## src/hw/rtl/dq_pkg.sv

```systemverilog
package dq_pkg;

  typedef logic [2:0]        mode_t;
  typedef logic signed [31:0] word_t;
  typedef logic [1:0]        status_t;

  // operation codes carried in the mode field
  localparam mode_t MODE_PUSH_FRONT = 3'd0;
  localparam mode_t MODE_PUSH_REAR  = 3'd1;
  localparam mode_t MODE_POP_FRONT  = 3'd2;
  localparam mode_t MODE_POP_REAR   = 3'd3;
  localparam mode_t MODE_LIST       = 3'd4;

  // result status codes
  localparam status_t ST_OK    = 2'd0;
  localparam status_t ST_EMPTY = 2'd1;
  localparam status_t ST_FULL  = 2'd2;

  // per-cycle command broadcast along the chain, at most one bit set
  typedef struct packed {
    logic push_front;
    logic push_rear;
    logic pop_front;
    logic pop_rear;
    logic rotate;
  } cell_ctl_t;

endpackage

```

## src/hw/rtl/dq_in_if.sv

```systemverilog
interface dq_in_if;
  import dq_pkg::*;

  logic  valid;
  logic  ready;
  mode_t mode;
  word_t value;

  modport source (output valid, output mode, output value, input ready);
  modport sink   (input valid, input mode, input value, output ready);

endinterface

```

## src/hw/rtl/dq_out_if.sv

```systemverilog
interface dq_out_if;
  import dq_pkg::*;

  logic    valid;
  logic    ready;
  word_t   word;
  status_t status;
  logic    last;

  modport source (output valid, output word, output status, output last, input ready);
  modport sink   (input valid, input word, input status, input last, output ready);

endinterface

```

## src/hw/rtl/dq_cell.sv

```systemverilog
module dq_cell (
  input  logic              clk,
  input  logic              rst_n,
  input  dq_pkg::cell_ctl_t ctl,
  input  dq_pkg::word_t     push_word,
  input  dq_pkg::word_t     prev_word,
  input  logic              prev_valid,
  input  dq_pkg::word_t     next_word,
  input  logic              next_valid,
  input  dq_pkg::word_t     head_word,
  output dq_pkg::word_t     word_r,
  output logic              valid_r,
  output logic              is_rear
);
  import dq_pkg::*;

  word_t word_nxt;
  logic  valid_nxt;

  // this cell holds the rear word of the queue
  assign is_rear = valid_r && !next_valid;

  // next contents from the neighbours, the input word or the front word
  always_comb begin
    word_nxt  = word_r;
    valid_nxt = valid_r;
    if (ctl.push_front) begin
      word_nxt  = prev_word;
      valid_nxt = prev_valid;
    end else if (ctl.push_rear) begin
      if (!valid_r && prev_valid) begin
        word_nxt  = push_word;
        valid_nxt = 1'b1;
      end
    end else if (ctl.pop_front) begin
      word_nxt  = next_word;
      valid_nxt = next_valid;
    end else if (ctl.pop_rear) begin
      valid_nxt = valid_r && next_valid;
    end else if (ctl.rotate) begin
      word_nxt = is_rear ? head_word : next_word;
    end
  end

  // occupancy flag
  always_ff @(posedge clk) begin
    if (!rst_n) begin
      valid_r <= 1'b0;
    end else begin
      valid_r <= valid_nxt;
    end
  end

  // stored word
  always_ff @(posedge clk) begin
    word_r <= word_nxt;
  end

endmodule

```

## src/hw/rtl/double_ended_queue.sv

```systemverilog
// Bounded double-ended queue of signed 32-bit words.
// in_ch carries a mode (push front, push rear, pop front, pop rear, list)
// and a value; out_ch returns word, status and last, all valid/ready words.
// Storage is a row of DEPTH cells, front word in the first cell, each cell
// loading from its left or right neighbour as the queue shifts.
// Push and pop: one input word per cycle while out_ch takes each result;
// result registered and shown on out_ch the cycle after acceptance.
// List: input accepted, then one result per cycle while out_ch is ready,
// front to rear, as the chain rotates by one cell per result; after
// occupancy rotations the order is back where it started. in_ch is not
// ready while a list is in progress. An empty list, a pop on an empty
// queue and a push on a full queue give a single result, status empty or full.
// Unused modes are accepted and produce nothing.
// Reset clears all cell flags and the count: the queue starts empty; no
// clearing pass is needed.
// When out_ch stalls, the result register holds and in_ch drops ready until
// the pending word is taken; a word is accepted in the same cycle the
// previous result leaves.
module double_ended_queue #(
  parameter int DEPTH = 32
) (
  input  logic     clk,
  input  logic     rst_n,
  dq_in_if.sink    in_ch,
  dq_out_if.source out_ch
);
  import dq_pkg::*;

  localparam int CW = $clog2(DEPTH + 1);
  localparam logic [CW-1:0] FULL_CNT = CW'(DEPTH);
  localparam logic [CW-1:0] ONE_CNT  = CW'(1);

  cell_ctl_t        ctl;
  word_t            cell_word [DEPTH];
  logic [DEPTH-1:0] cell_valid;
  logic [DEPTH-1:0] cell_rear;
  word_t            prev_word [DEPTH];
  logic [DEPTH-1:0] prev_valid;
  word_t            next_word [DEPTH];
  logic [DEPTH-1:0] next_valid;
  word_t            rear_word;

  logic [CW-1:0] occ_r, occ_nxt;
  logic          list_busy_r, list_busy_nxt;
  logic [CW-1:0] list_left_r, list_left_nxt;

  logic    out_valid_r, out_valid_nxt;
  word_t   out_word_r, out_word_nxt;
  status_t out_status_r, out_status_nxt;
  logic    out_last_r, out_last_nxt;

  logic in_fire;
  logic out_free;
  logic is_full;
  logic is_empty;

  // chain of cells, front at index 0
  for (genvar i = 0; i < DEPTH; i++) begin : g_cell
    if (i == 0) begin : g_first
      assign prev_word[i]  = in_ch.value;
      assign prev_valid[i] = 1'b1;
    end else begin : g_inner_prev
      assign prev_word[i]  = cell_word[i-1];
      assign prev_valid[i] = cell_valid[i-1];
    end
    if (i == DEPTH - 1) begin : g_last
      assign next_word[i]  = '0;
      assign next_valid[i] = 1'b0;
    end else begin : g_inner_next
      assign next_word[i]  = cell_word[i+1];
      assign next_valid[i] = cell_valid[i+1];
    end

    dq_cell u_cell (
      .clk        (clk),
      .rst_n      (rst_n),
      .ctl        (ctl),
      .push_word  (in_ch.value),
      .prev_word  (prev_word[i]),
      .prev_valid (prev_valid[i]),
      .next_word  (next_word[i]),
      .next_valid (next_valid[i]),
      .head_word  (cell_word[0]),
      .word_r     (cell_word[i]),
      .valid_r    (cell_valid[i]),
      .is_rear    (cell_rear[i])
    );
  end

  // rear word picked by the one-hot rear flags
  always_comb begin
    rear_word = '0;
    for (int i = 0; i < DEPTH; i++) begin
      rear_word = rear_word | (cell_word[i] & {32{cell_rear[i]}});
    end
  end

  // handshake
  assign out_free    = !out_valid_r || out_ch.ready;
  assign in_ch.ready = !list_busy_r && out_free;
  assign in_fire     = in_ch.valid && in_ch.ready;
  assign is_full     = (occ_r == FULL_CNT);
  assign is_empty    = (occ_r == '0);

  // command decode and result formation
  always_comb begin
    ctl            = '0;
    occ_nxt        = occ_r;
    list_busy_nxt  = list_busy_r;
    list_left_nxt  = list_left_r;
    out_valid_nxt  = out_valid_r && !out_ch.ready;
    out_word_nxt   = out_word_r;
    out_status_nxt = out_status_r;
    out_last_nxt   = out_last_r;

    if (list_busy_r && out_free) begin
      // list in progress: front word out, chain rotates by one
      ctl.rotate     = 1'b1;
      out_valid_nxt  = 1'b1;
      out_word_nxt   = cell_word[0];
      out_status_nxt = ST_OK;
      out_last_nxt   = (list_left_r == ONE_CNT);
      list_left_nxt  = list_left_r - ONE_CNT;
      list_busy_nxt  = (list_left_r != ONE_CNT);
    end else if (in_fire) begin
      out_word_nxt   = '0;
      out_status_nxt = ST_OK;
      out_last_nxt   = 1'b1;
      case (in_ch.mode)
        MODE_PUSH_FRONT, MODE_PUSH_REAR: begin
          out_valid_nxt = 1'b1;
          if (is_full) begin
            out_status_nxt = ST_FULL;
          end else begin
            ctl.push_front = (in_ch.mode == MODE_PUSH_FRONT);
            ctl.push_rear  = (in_ch.mode == MODE_PUSH_REAR);
            occ_nxt        = occ_r + ONE_CNT;
          end
        end
        MODE_POP_FRONT, MODE_POP_REAR: begin
          out_valid_nxt = 1'b1;
          if (is_empty) begin
            out_status_nxt = ST_EMPTY;
          end else begin
            ctl.pop_front = (in_ch.mode == MODE_POP_FRONT);
            ctl.pop_rear  = (in_ch.mode == MODE_POP_REAR);
            out_word_nxt  = (in_ch.mode == MODE_POP_FRONT) ? cell_word[0] : rear_word;
            occ_nxt       = occ_r - ONE_CNT;
          end
        end
        MODE_LIST: begin
          if (is_empty) begin
            out_valid_nxt  = 1'b1;
            out_status_nxt = ST_EMPTY;
          end else begin
            list_busy_nxt = 1'b1;
            list_left_nxt = occ_r;
          end
        end
        default: begin
          // unused modes leave everything as is
        end
      endcase
    end
  end

  // control registers
  always_ff @(posedge clk) begin
    if (!rst_n) begin
      occ_r       <= '0;
      list_busy_r <= 1'b0;
      list_left_r <= '0;
      out_valid_r <= 1'b0;
    end else begin
      occ_r       <= occ_nxt;
      list_busy_r <= list_busy_nxt;
      list_left_r <= list_left_nxt;
      out_valid_r <= out_valid_nxt;
    end
  end

  // result payload register
  always_ff @(posedge clk) begin
    out_word_r   <= out_word_nxt;
    out_status_r <= out_status_nxt;
    out_last_r   <= out_last_nxt;
  end

  assign out_ch.valid  = out_valid_r;
  assign out_ch.word   = out_word_r;
  assign out_ch.status = out_status_r;
  assign out_ch.last   = out_last_r;

`ifndef SYNTHESIS
  // count never passes the number of cells
  a_occ_bound: assert property (@(posedge clk) disable iff (!rst_n)
    occ_r <= FULL_CNT)
    else $error("occupancy beyond depth");

  // count agrees with the cell flags
  a_occ_match: assert property (@(posedge clk) disable iff (!rst_n)
    $countones(cell_valid) == int'(occ_r))
    else $error("occupancy and cell flags disagree");

  // occupied cells form one block from the front
  a_front_packed: assert property (@(posedge clk) disable iff (!rst_n)
    ((cell_valid + DEPTH'(1)) & cell_valid) == '0)
    else $error("gap in occupied cells");

  // list counter stays within the stored words
  a_list_left: assert property (@(posedge clk) disable iff (!rst_n)
    list_busy_r |-> (list_left_r != '0) && (list_left_r <= occ_r))
    else $error("list counter out of range");

  // rotation leaves the cell flags untouched
  a_rotate_flags: assert property (@(posedge clk) disable iff (!rst_n)
    ctl.rotate |=> $stable(cell_valid))
    else $error("cell flags changed during list");
`endif

endmodule
```

## src/flat_wrapper.sv

```systemverilog
// flat-port wrapper written by rule: the top's interface ports become plain ports
module double_ended_queue_flat import dq_pkg::*;
#(
  parameter int DEPTH = 32
)
  (clk, rst_n, in_ch_valid, in_ch_mode, in_ch_value, in_ch_ready, out_ch_valid, out_ch_word, out_ch_status, out_ch_last, out_ch_ready);
  dq_in_if in_ch_i ();
  dq_out_if out_ch_i ();
  input  logic clk;
  input  logic rst_n;
  input wire logic [$bits(in_ch_i.valid)-1:0] in_ch_valid;
  input wire logic [$bits(in_ch_i.mode)-1:0] in_ch_mode;
  input wire logic [$bits(in_ch_i.value)-1:0] in_ch_value;
  output wire logic [$bits(in_ch_i.ready)-1:0] in_ch_ready;
  output wire logic [$bits(out_ch_i.valid)-1:0] out_ch_valid;
  output wire logic [$bits(out_ch_i.word)-1:0] out_ch_word;
  output wire logic [$bits(out_ch_i.status)-1:0] out_ch_status;
  output wire logic [$bits(out_ch_i.last)-1:0] out_ch_last;
  input wire logic [$bits(out_ch_i.ready)-1:0] out_ch_ready;
  assign in_ch_i.valid = in_ch_valid;
  assign in_ch_i.mode = in_ch_mode;
  assign in_ch_i.value = in_ch_value;
  assign in_ch_ready = in_ch_i.ready;
  assign out_ch_valid = out_ch_i.valid;
  assign out_ch_word = out_ch_i.word;
  assign out_ch_status = out_ch_i.status;
  assign out_ch_last = out_ch_i.last;
  assign out_ch_i.ready = out_ch_ready;
  double_ended_queue #(.DEPTH(DEPTH)) u_core (.clk(clk), .rst_n(rst_n), .in_ch(in_ch_i), .out_ch(out_ch_i));
endmodule
```

## config.mk

```make
export PLATFORM = sky130hd
export DESIGN_NAME = double_ended_queue_flat
export DESIGN_NICKNAME = d
export VERILOG_FILES = /design/src/hw/rtl/dq_pkg.sv /design/src/hw/rtl/dq_in_if.sv /design/src/hw/rtl/dq_out_if.sv /design/src/hw/rtl/dq_cell.sv /design/src/hw/rtl/double_ended_queue.sv /design/src/flat_wrapper.sv
export SDC_FILE = /design/constraint.sdc
export NUM_CORES = 2
export LEC_CHECK = 0
export BUFFER_PORTS_ARGS = -buffer_cell sky130_fd_sc_hd__buf_2
export CORE_MARGIN = 3
export CORE_UTILIZATION = 35
export CTS_CLUSTER_SIZE = 28
export DETAILED_ROUTE_END_ITERATION = 8
export PLACE_DENSITY = 0.51
export SLEW_MARGIN = 20
export SYNTH_ARGS = -nofsm -noshare
export SYNTH_HDL_FRONTEND = slang
export SYNTH_SLANG_ARGS = --single-unit
```

## constraint.sdc

```tcl
create_clock -name clk -period 5.2 [get_ports clk]
set_input_delay 0.78 -clock clk [delete_from_list [all_inputs] [get_ports clk]]
set_output_delay 0.78 -clock clk [all_outputs]
set_load 0.02 [all_outputs]
```

== Yosys cells after proc, flatten, opt, wreduce, memory -nomap -nowiden ==
Cells that the tools add are included.
Cells by class
  add/subtract/negate cells: 3
  eq/ne operators: 44
  mux-type cells: 415
  bitwise operators: 64
  reductions and logical operators: 177
Operator list (count)
  $mux 32: 229
  $and 32x32->32: 32
  $or 32x32->32: 31
  $mux 1: 170
  $ne 3x2->1 const B: 32
  $reduce_and 3->1: 32
  $logic_and 1x1->1: 66
  $reduce_and 2->1: 31
  $mux 6: 6
  $logic_not 1->1: 34
  $pmux 6 s2: 1
  $sub 6x1->6 const B: 2
  $mux 2: 5
  $mux 4: 2
  $ne 4x1->1 const B: 2
  $reduce_bool 4->1: 2
  $add 6x1->6 const B: 1
  $eq 3x2->1 const B: 2
  $eq 6x1->1 const B: 1
  $eq 6x6->1 const B: 1
  $logic_not 6->1: 1
  $ne 2x2->1 const B: 3
  $ne 6x1->1 const B: 1
  $reduce_bool 2->1: 3
  other kinds (12): 13
Storage, ports and cells
  flip-flop bits (word level): 1105
  input bits: 39
  output and inout bits: 37
  word-level logic and storage cells: 774

== Longest topological paths before layout ==
  depth after elaboration: 39
  depth in mapped cells: 10
  depth with buffers taken out: 8

== Hierarchy ==
From an unflattened synthesis, not the netlist that was laid out.
Second synthesis, totals
  cell total of the unflattened synthesis: 6124
  area, all modules: 69206.4 um2
Modules (own cells, without submodules)
  dq_cell: times used 32, cells an instance 160, area each 1914.3 um2, seq. area each 980.9 um2
  double_ended_queue: times used 1, cells an instance 1004, area each 7947.6 um2, seq. area each 1311.3 um2

== Least setup slack after synthesis ==
Ideal clock, no wire load.
  path kind: input-to-reg
  start: in out_ch_ready
  end: reg u_core.g_cell[13].u_cell.word_r[0] (enable)
  setup time: 0.432 ns
  arrival: 3.573 ns
  data required time: 4.768 ns
  setup slack: 1.195 ns
  stages: 8
  buffers on the path: 3
  path through: nor2b_1 or3_1 clkbuf_1 a21oi_1 buf_2 nor2_1 clkbuf_1 a21oi_1
On the way
  cells in the longest elaborated chain, start to end: 7
  elaborated cells on any way between the ends: 11
  classes of those cells: eq/ne (2); mux (3); reduce/logical (6)
RTL lines
  start: declaration: RTL line flat_wrapper.sv:19  | input wire logic [$bits(out_ch_i.ready)-1:0] out_ch_ready;
  $logic_or 1x1->1 (*): RTL line double_ended_queue.sv:99  | assign out_free = !out_valid_r || out_ch.ready;
  $logic_and 1x1->1: RTL line double_ended_queue.sv:100  | assign in_ch.ready = !list_busy_r && out_free;
  $logic_and 1x1->1: RTL line double_ended_queue.sv:101  | assign in_fire = in_ch.valid && in_ch.ready;
  $mux 4: RTL line double_ended_queue.sv:125  | end else if (in_fire) begin
  $mux 4: RTL line double_ended_queue.sv:116  | if (list_busy_r && out_free) begin
  $ne 4x1->1 (no line), or another cell as far along
  $reduce_and 3->1 (no line) (*)
  end signal: assignment: RTL line dq_cell.sv:56  | word_r <= word_nxt;
  end: declaration: RTL line dq_cell.sv:11  | output dq_pkg::word_t word_r,
Mark *: on every way between the ends. The rest lies on a longest branch, timed or not.
A chain may end at the register's enable or synchronous reset.

== Worst setup path after layout ==
  start: reg u_core.occ_r[0]
  end: reg u_core.g_cell[16].u_cell.word_r[11] (enable)
On the way
  cells in the longest elaborated chain, start to end: 7
  elaborated cells on any way between the ends: 12
  classes of those cells: eq/ne (3); mux (6); reduce/logical (3)
RTL lines
  start: declaration: RTL line double_ended_queue.sv:43  | logic [CW-1:0] occ_r, occ_nxt;
  start signal: assignment: RTL line double_ended_queue.sv:175  | occ_r <= occ_nxt;
  $eq 6x6->1 / $logic_not 6->1 (equally long branches): RTL line double_ended_queue.sv:102, double_ended_queue.sv:103
  $mux 2 (on tied branches): RTL line double_ended_queue.sv:132, double_ended_queue.sv:142
  $mux 2: RTL line double_ended_queue.sv:129  | case (in_ch.mode)
  $mux 4 (*): RTL line double_ended_queue.sv:125
  $mux 4 (*): RTL line double_ended_queue.sv:116
  $ne 4x1->1 (no line), or another cell as far along
  $reduce_and 3->1 (no line) (*)
  end signal: assignment: RTL line dq_cell.sv:56
  end: declaration: RTL line dq_cell.sv:11
Marked as above.

==> results.sh <==
export IMPL_total_power_mw=23.2
export IMPL_drive_above_1_share_pct=9.94
export IMPL_gp_congestion=0.955
export IMPL_grt_antenna_before_repair=26
export IMPL_clkTransAtPathRegs_ns=0.06
export IMPL_clk_insertion_delay_late_ns=0.84
export IMPL_routed_wl_um=382000
export IMPL_grt_max_degree=244
export IMPL_portBuffers=75
export IMPL_synthTopCellsByArea="edfxtp_1 (48%), nand2_1 (11%), a211oi_1 (11%)"
export IMPL_grt_ovfl_total=0
export IMPL_holdWs_ns=0.243
export IMPL_cts_sink_count=1105
export IMPL_powerDensity_nw_per_um2=315
export IMPL_avgSynthCellArea_um2=9.25
export IMPL_worst_ep_required_time_ns=5.63
export IMPL_numCtsBuffers=135
export IMPL_maxCapViolCount=0
export IMPL_fin_crit_ns=4.06
export IMPL_fillers=18600
export IMPL_core_um2=188000
export IMPL_cts_root_buf="clkbuf_16"
export IMPL_slew_headroom_pct=9.98
export IMPL_grt_pass1_wl_um=514000
export IMPL_cts_max_level=4
export IMPL_worst_pin_slew_ns=1.35
export IMPL_fin_nets=6802
export IMPL_irDropWorstVdd_uv=303
export IMPL_vias=69100
export IMPL_firstDrtPassIters=9
export IMPL_drc=0
export IMPL_finalClockSkew_ns=0.0529
export IMPL_clock_fmax_mhz=246
export IMPL_dieArea_um2=195000
export IMPL_ys_ff_latch=1105
export IMPL_io_pins=76
export IMPL_grt_usage_pct=37.1
export IMPL_hold_path_class="in -> reg"
export IMPL_fin_crit_sh_pct=78.1
export IMPL_synth_seq_area_share_pct=49.1
export IMPL_arrival_ns=4.49
export IMPL_synth_area_leader_cell="edfxtp_1"
export IMPL_start_kind="flip-flop"
export IMPL_wl_per_cell_um=40.8
export IMPL_end_kind="flip-flop"
export IMPL_synth_edf_count=1057
export IMPL_p_leak_nw=23.2
export IMPL_drt_initial_drc_count=15700
export IMPL_grt_pass1_vias=61800
export IMPL_ant_nets=0
export IMPL_synth_area_um2=66500
export IMPL_rsz0062_at_grt="false"
export IMPL_die_y_um=442
export IMPL_finalSetupViolations=0
export IMPL_postCtsHoldBufs=0
export IMPL_outcome="completed"
export IMPL_mostFrequentLayoutCells="nand2_1 (2033), edfxtp_1 (1057), a31oi_1 (943), a211oi_1 (931), a22oi_1 (346)"
export IMPL_post_cts_resized=0
export IMPL_die_w_um=442
export IMPL_yosys_most_used_dff="edfxtp_1"
export IMPL_crit_path_max_fanout=36
export IMPL_num_rows=159
export IMPL_routed_via_density=7.38
export IMPL_mostFrequentLayoutCell="nand2_1"
export IMPL_start_util_pct=35.3
export IMPL_synth_top_area_share_pct=47.7
export IMPL_dp_hpwl_um=220000
export IMPL_yosys_warnings=0
export IMPL_postCtsSetupBuffers=0
export IMPL_cts_buffer_depth=3
export IMPL_synth_cell_types=66
export IMPL_finalHoldViolCount=0
export IMPL_crit_type="reg -> reg"
export IMPL_syn_to_final_growth_pct=10.6
export IMPL_cts_tree="built"
export IMPL_async_reset_ff_share_pct=0
export IMPL_setup_tns_final_ns=0
export IMPL_postSynthNetCount=7237
export IMPL_finalMaxSlewViolations=0
export IMPL_netlist_instances=7191
==> cells in the mapped netlist, drive strengths merged, types with 52 or more instances <==
library cell	count
a211oi	931
a21oi	168
a221oi	86
a22o	78
a22oi	346
a31oi	943
buf	324
clkbuf	594
edfxtp	1057
nand2	2035
nand4	56
nor2	52
o21ai	83
==> cells by family (layout without fill, tap and decap cells) <==
logic type	count (synthesis)	in the layout	share of synthesized area (%)
AO/OA/AOI/OAI	2753	2753	29.4
AND/OR/NAND/NOR	2357	2357	14.3
flip-flops	1105	1105	49.1
buffers and inverters	957	624	6.77
adder cells (fa/ha/maj)	7	7	0.143
multiplexers	7	7	0.105
XOR/XNOR	5	5	0.0658
other	0	12	0
==> where the power goes <==
group / leakage (nW) / switching (mW) / internal (mW)
Sequential: 10.1 / 0.518 / 10.4
Clock: 2.04 / 4.30 / 5.19
Combinational: 11.0 / 2.10 / 0.664
Total: 23.2 / 6.92 / 16.3
==> metal layers <==
metal	vias up	GRT usage [%]	routed length, um
met1	33700	48.9	140000
met2	6969	50.0	150000
met3	1598	14.9	62100
met4	14	23.5	29500
met5	-	0.147	138
li1	26800	-	-
==> critical path, stage by stage, from the launching register on <==
cell and delay, ns:
dfxtp_1 0.40, or4b_1 0.58, or2_0 0.38, nand2_8 0.35, nor2_4 0.05, buf_4 0.28, a21oi_4 0.87, buf_4 0.72
==> final timing paths <==
check,from,to,slack [ns],cells past startpoint
setup / recovery,u_core.occ_r[0]$_SDFFE_PN0P_,u_core.g_cell[16].u_cell.word_r[11]$_DFFE_PP_,1.14,7
hold reg to reg,u_core.list_left_r[3]$_SDFFE_PN0P_,u_core.list_left_r[3]$_SDFFE_PN0P_,0.47,2
hold / removal,in_ch_value[7],u_core.g_cell[0].u_cell.word_r[7]$_DFFE_PP_,0.24,3
setup reg to reg,u_core.occ_r[0]$_SDFFE_PN0P_,u_core.g_cell[16].u_cell.word_r[11]$_DFFE_PP_,1.14,7
==> per-stage QoR <==
step	util [%]	setup WS [ns]	instance area (um^2)	cells
final	39.1	1.14	73600	9365
after detailed placement	36.8	1.07	69300	9111
after CTS	39.0	1.29	73500	9350
after global placement	36.7	1.10	69200	9106
after global routing	39.1	1.04	73600	9354
after floorplan	-	1.20	66500	7191
==> state kept, by name (all words and copies together), names as in the netlist <==
| signal | count |
|---|---|
| u_core.list_left_r | 6 |
| u_core.out_ch.valid | 1 |
| u_core.out_ch.word | 32 |
| u_core.out_ch.status | 2 |
| u_core.g_cell.u_cell.word_r | 1024 |
| u_core.list_busy_r | 1 |
| u_core.out_ch.last | 1 |
| u_core.occ_r | 6 |
| u_core.g_cell.u_cell.valid_r | 32 |
==> layout make-up <==
cell class              instances  area [um^2]  area share, %
inverters                      39          154          0.209
flip-flops and latches       1105        32700           44.4
multi-input cells            5129        30400           41.3
well taps                    2495         3120           4.24
clock buffers                 173         3620           4.92
clock inverters                66          558          0.758
repair buffers                346         3050           4.15
diodes                         12         30.0         0.0408
No activity file was read; power rests on OpenSTA's default activity.
